===== src/hw/rtl/cia_pkg.sv =====
// shared types and constants for the checked integer alu
// no dependencies
package cia_pkg;

  localparam int unsigned DataW   = 32;
  localparam int unsigned ShamtW  = 5;
  localparam int unsigned DivStages = DataW;

  typedef enum logic [3:0] {
    OP_ADD  = 4'd0,
    OP_SUB  = 4'd1,
    OP_MUL  = 4'd2,
    OP_DIV  = 4'd3,
    OP_MOD  = 4'd4,
    OP_SHL  = 4'd5,
    OP_SHR  = 4'd6,
    OP_AND  = 4'd7,
    OP_OR   = 4'd8,
    OP_XOR  = 4'd9,
    OP_ROTL = 4'd10,
    OP_ROTR = 4'd11
  } op_e;

  typedef enum logic [1:0] {
    ERR_NONE     = 2'd0,
    ERR_OVERFLOW = 2'd1,
    ERR_DIVZERO  = 2'd2,
    ERR_SHIFT    = 2'd3
  } err_e;

  typedef enum logic [1:0] {
    KIND_FAST = 2'd0,
    KIND_MUL  = 2'd1,
    KIND_DIV  = 2'd2,
    KIND_MOD  = 2'd3
  } kind_e;

  // result info that rides along the divider array
  typedef struct packed {
    logic [DataW-1:0] val;
    err_e             err;
    kind_e            kind;
    logic             neg_q;
    logic             neg_r;
  } side_t;

  // one stage of the divider array
  typedef struct packed {
    logic [DataW-1:0] rem;
    logic [DataW-1:0] quo;
    logic [DataW-1:0] den;
    side_t            side;
  } div_t;

endpackage


===== src/hw/rtl/cia_front.sv =====
// front stages: fast operations, signed multiply, divider operand setup
// depends on cia_pkg
module cia_front (
  input  logic                      clk_i,
  input  logic                      rst_ni,
  input  logic                      en_i,
  input  logic                      valid_i,
  input  logic [3:0]                op_i,
  input  logic [cia_pkg::DataW-1:0] a_i,
  input  logic [cia_pkg::DataW-1:0] b_i,
  output logic                      valid_o,
  output cia_pkg::div_t             div_o
);
  import cia_pkg::*;

  logic [DataW:0]     sum, diff;
  logic [2*DataW-1:0] rot_l, rot_r;
  logic [ShamtW-1:0]  amt;
  logic               b_big;
  side_t              side_d;
  logic [2*DataW-1:0] prod_d;
  logic [DataW-1:0]   da_d, db_d;

  side_t              side2_q;
  logic [2*DataW-1:0] prod_q;
  logic [DataW-1:0]   da_q, db_q;
  logic               valid2_q, valid3_q;
  div_t               div3_q;
  side_t              side3;
  logic               mul_ovf;

  assign sum   = {a_i[DataW-1], a_i} + {b_i[DataW-1], b_i};
  assign diff  = {a_i[DataW-1], a_i} - {b_i[DataW-1], b_i};
  assign amt   = b_i[ShamtW-1:0];
  assign b_big = |b_i[DataW-1:ShamtW];
  assign rot_l = {a_i, a_i} << amt;
  assign rot_r = {a_i, a_i} >> amt;

  always_comb begin
    side_d       = '0;
    side_d.err   = ERR_NONE;
    side_d.kind  = KIND_FAST;
    side_d.neg_q = a_i[DataW-1] ^ b_i[DataW-1];
    side_d.neg_r = a_i[DataW-1];
    prod_d = $signed(a_i) * $signed(b_i);
    da_d = a_i[DataW-1] ? (~a_i + 1'b1) : a_i;
    db_d = b_i[DataW-1] ? (~b_i + 1'b1) : b_i;
    unique case (op_e'(op_i))
      OP_ADD:  begin
        side_d.val = sum[DataW-1:0];
        if (sum[DataW] != sum[DataW-1]) side_d.err = ERR_OVERFLOW;
      end
      OP_SUB:  begin
        side_d.val = diff[DataW-1:0];
        if (diff[DataW] != diff[DataW-1]) side_d.err = ERR_OVERFLOW;
      end
      OP_MUL:  side_d.kind = KIND_MUL;
      OP_DIV, OP_MOD: begin
        side_d.kind = (op_e'(op_i) == OP_DIV) ? KIND_DIV : KIND_MOD;
        if (b_i == '0) begin
          side_d.err = ERR_DIVZERO;
        end else if (a_i == {1'b1, {(DataW-1){1'b0}}} && b_i == '1) begin
          side_d.err = ERR_OVERFLOW;
        end
      end
      OP_SHL:  begin
        if (b_big) side_d.err = ERR_SHIFT;
        else side_d.val = a_i << amt;
      end
      OP_SHR:  begin
        if (b_big) side_d.err = ERR_SHIFT;
        else side_d.val = a_i >> amt;
      end
      OP_AND:  side_d.val = a_i & b_i;
      OP_OR:   side_d.val = a_i | b_i;
      OP_XOR:  side_d.val = a_i ^ b_i;
      OP_ROTL: side_d.val = rot_l[2*DataW-1:DataW];
      OP_ROTR: side_d.val = rot_r[DataW-1:0];
      default: side_d.val = '0;
    endcase
  end

  always_ff @(posedge clk_i or negedge rst_ni) begin
    if (!rst_ni) begin
      valid2_q <= 1'b0;
      valid3_q <= 1'b0;
    end else if (en_i) begin
      valid2_q <= valid_i;
      valid3_q <= valid2_q;
    end
  end

  always_ff @(posedge clk_i) begin
    if (en_i) begin
      side2_q <= side_d;
      prod_q  <= prod_d;
      da_q    <= da_d;
      db_q    <= db_d;
    end
  end

  // product fits when its upper half matches the sign of the lower half
  assign mul_ovf = (prod_q[2*DataW-1:DataW-1] != '0) && (prod_q[2*DataW-1:DataW-1] != '1);

  always_comb begin
    side3 = side2_q;
    if (side2_q.kind == KIND_MUL) begin
      side3.val = prod_q[DataW-1:0];
      if (mul_ovf) side3.err = ERR_OVERFLOW;
    end
  end

  always_ff @(posedge clk_i) begin
    if (en_i) begin
      div3_q.rem  <= '0;
      div3_q.quo  <= da_q;
      div3_q.den  <= db_q;
      div3_q.side <= side3;
    end
  end

  assign valid_o = valid3_q;
  assign div_o   = div3_q;

endmodule


===== config.mk =====
export PLATFORM = sky130hd
export DESIGN_NAME = cia_front
export DESIGN_NICKNAME = d
export VERILOG_FILES = /design/src/hw/rtl/cia_pkg.sv /design/src/hw/rtl/cia_front.sv
export SDC_FILE = /design/constraint.sdc
export NUM_CORES = 2
export LEC_CHECK = 0
export BUFFER_PORTS_ARGS = -buffer_cell sky130_fd_sc_hd__clkbuf_2
export CAP_MARGIN = 20
export CORE_AREA = 5 5 335 337
export CTS_BUF_LIST = sky130_fd_sc_hd__clkbuf_8
export CTS_CLUSTER_SIZE = 12
export DETAILED_ROUTE_END_ITERATION = 10
export DIE_AREA = 0 0 340 342
export GPL_TIMING_DRIVEN = 0
export PLACE_DENSITY_LB_ADDON = 0.12
export SETUP_SLACK_MARGIN = 0.2
export SLEW_MARGIN = 20
export SYNTH_ARGS = -nofsm -noshare
export SYNTH_HDL_FRONTEND = slang
export SYNTH_SLANG_ARGS = --single-unit
export TNS_END_PERCENT = 50

===== constraint.sdc =====
create_clock -name clk_i -period 2.5 [get_ports clk_i]
set_input_delay 0.5 -clock clk_i [delete_from_list [all_inputs] [get_ports clk_i]]
set_output_delay 0.5 -clock clk_i [all_outputs]
set_load 0.01 [all_outputs]

==> qor.txt <==
CTS Buf Count: 47
type of origin of the critical path: input pin
#FFs+latches synth: 270
register area: 8100 sq um
Rows: 121
utilization after layout: 60.6%
top-count cell post-synth: fa_1
total congestion overflow: 0
vias in the first global route: 48942
max incr delay on CP: 0.60 ns
CP bufs+invs: 11
Clock Latency Late Sink: 0.75 ns
top cell type's share of synthesized area: 40.1%
Routed WL: 262 mm
CP required: 2.99 ns
Tot GR Track Use: 44.4%
Die Wd: 340 microns
Ys Warns: 0
largest net degree at the start of global routing: 95
slowest CP cell: fa_1
core footprint: 109000 sq um
# clock sinks: 270
layout cells sized above 1: 21.2%
Max Cap Viol: 0
Final Skew: 0.0680 ns
Top FF cell, synth: edfxtp_1
hpwl dp: 207 mm
Post-synth top cells: fa_1, inv_1, nor2_1, nand2_1, ha_1
Final Hold Viols: 0
clock buffer depth: 3
critical path's top delay family: adder cells
Slew Limit Headroom: 17.7%
mean routed wirelength per cell: 33.8 microns
initial antenna violation count: 20
GP Congestion: 1.12
footprint of the multi-input gates: 43200 sq um
synthesized instance count: 5795
fin crit share: 317%
ranking of synthesized cells by area: fa_1, edfxtp_1, inv_1
H-tree levels: 2
status: finished, violations left
vias post-DR: 48471
Final Max Tran Viols: 0
Worst Max-Slew Pin Slew: 1.23 ns
# nets final: 7729
failing checks: setup timing
port bufs: 170
cell area after synthesis: 54100 sq um
share of the yosys chip area belonging to registers: 15.0%
CP Max Fanout: 11
# DRC: 0
die height: 342 microns
number of fill cells in the layout: 9421
first-pass GRT wire length: 364 mm
Synth area leader: fa_1
Final WS setup: -5.42 ns
setup violators final: 124
post-route ant nets: 0
Die ar.: 116000 sq um
RSZ-0062 raised after global routing: true
I/O pin total: 207
Hold Crit Class: in -> reg
TritonCTS clock tree: built
starting density of the core: 49.8%
post-route cell area: 65800 sq um
Syn Area/Cell: 9.33 sq um
distinct cell type count after synthesis: 88
Vias per Instance: 6.25
dpl cells: 7417
filler-free cell count of the finished design: 7754
router iterations before antenna repair: 7
crit path kind: in -> reg
min cycle time layout: 7.92 ns
Fmax: 0.126 GHz
Initial DRC Count: 5932
clock-pin slew on the worst setup and hold paths: 0.07 ns
CTS Root Cell: clkbuf_8
P&R area growth vs syn: 21.6%
crit end category: flop
number of flops mapped to enable cells by yosys: 268
dpl cell area: 58200 sq um
Synth async-reset ratio: 0.741%
arrival time of the worst setup path: 8.41 ns
[placed cells by master, fill, tap and decap left out, types with 38 or more instances in the layout]
master     count
xnor2_1      127
a21o_1        44
inv_1       1027
mux4_2        45
nand4_1       38
buf_4        246
buf_6         77
clkbuf_8      89
clkbuf_2     165
clkbuf_1      59
a21oi_1      163
nor2_1       728
edfxtp_1     268
nand2_1      590
clkbuf_16     43
mux2i_1       52
mux2_2        41
ha_1         224
ha_4          55
o21ai_0      118
clkbuf_4      54
fa_1        1054
[state kept, by name, indices dropped and copies added, names as in the netlist]
register / flops
div_o: 102
prod_q: 64
side2_q: 38
da_q: 32
db_q: 32
valid2_q: 1
valid_o: 1
[cell type report]
| cell class | count | share of cell area (%) |
|---|---|---|
| Timing Repair Buffer | 413 | 5.03 |
| Inverter | 1091 | 6.67 |
| Tap cell | 1414 | 2.69 |
| Sequential cell | 270 | 12.3 |
| Clock inverter | 39 | 0.470 |
| Multi-Input combinational cell | 4083 | 65.6 |
| Buffer | 382 | 6.13 |
| Clock buffer | 48 | 1.00 |
| Antenna cell | 14 | 0.0533 |
[kinds of logic after synthesis]
logic type / synth area share [%]
AO/OA/AOI/OAI: 8.95
XOR/XNOR: 2.59
adder cells (fa/ha/maj): 46.7
buffers and inverters: 10.5
flip-flops: 15.0
multiplexers: 3.73
other: 0.00694
AND/OR/NAND/NOR: 12.5
[worst paths after layout]
path	startpoint	endpoint	slack [ns]	depth (start not counted)
worst max-delay path	a_i[21]	prod_q[63]$_DFFE_PP_	-5.42	31
worst min-delay path	en_i	prod_q[59]$_DFFE_PP_	0.05	1
worst min register to register	da_q[4]$_DFFE_PP_	div_o[74]$_DFFE_PP_	0.42	0
max in group asynchronous	rst_ni	valid2_q$_DFFE_PN0P_	2.27	2
min in group asynchronous	rst_ni	valid_o$_DFFE_PN0P_	0.13	2
worst max register to register	prod_q[33]$_DFFE_PP_	div_o[5]$_DFFE_PP_	-0.59	6
[per-stage QoR]
step	setup TNS [ns]	hold slack [ns]	setup slack, ns
finish	-314.44	0.0475	-5.42
CTS	-299.26	0.0200	-5.41
detailed placement	-562.88	0.289	-9.45
global route	-318.17	0.0448	-5.54
global placement	-1542.27	0.286	-10.08
floorplan	-292.42	0.204	-5.63
[worst register-to-register path: stages, from the launching register on]
cell	delay, ns
edfxtp_1	0.39
nor4_1	0.75
nand4_1	0.29
nor4_1	0.50
nand2_1	0.10
nand3_1	0.44
and2_1	0.38
[layer usage]
layer / track usage [%] / share of wire (%) / up-vias
li1: - / - / 19197
met1: 53.5 / 34 / 24469
met2: 65.3 / 42 / 3647
met3: 15.8 / 13 / 1138
met4: 34.2 / 11 / 20
met5: 0 / 0.064 / -
[timing repair]
| action | CTS | global route |
|---|---|---|
| hold buffers | 2 | 0 |
| gates cloned | 1 | 1 |
| pin swaps | 145 | 187 |
| gates resized for setup | 872 | 406 |
| setup buffers | 112 | 120 |
| setup endpoints to repair | 145 | 129 |
| endpoints found under the hold margin | 3 | 0 |
Power is left out: the tool's default activity adds up to more than one toggle a clock period on the data nets, which glitch-free logic cannot reach.
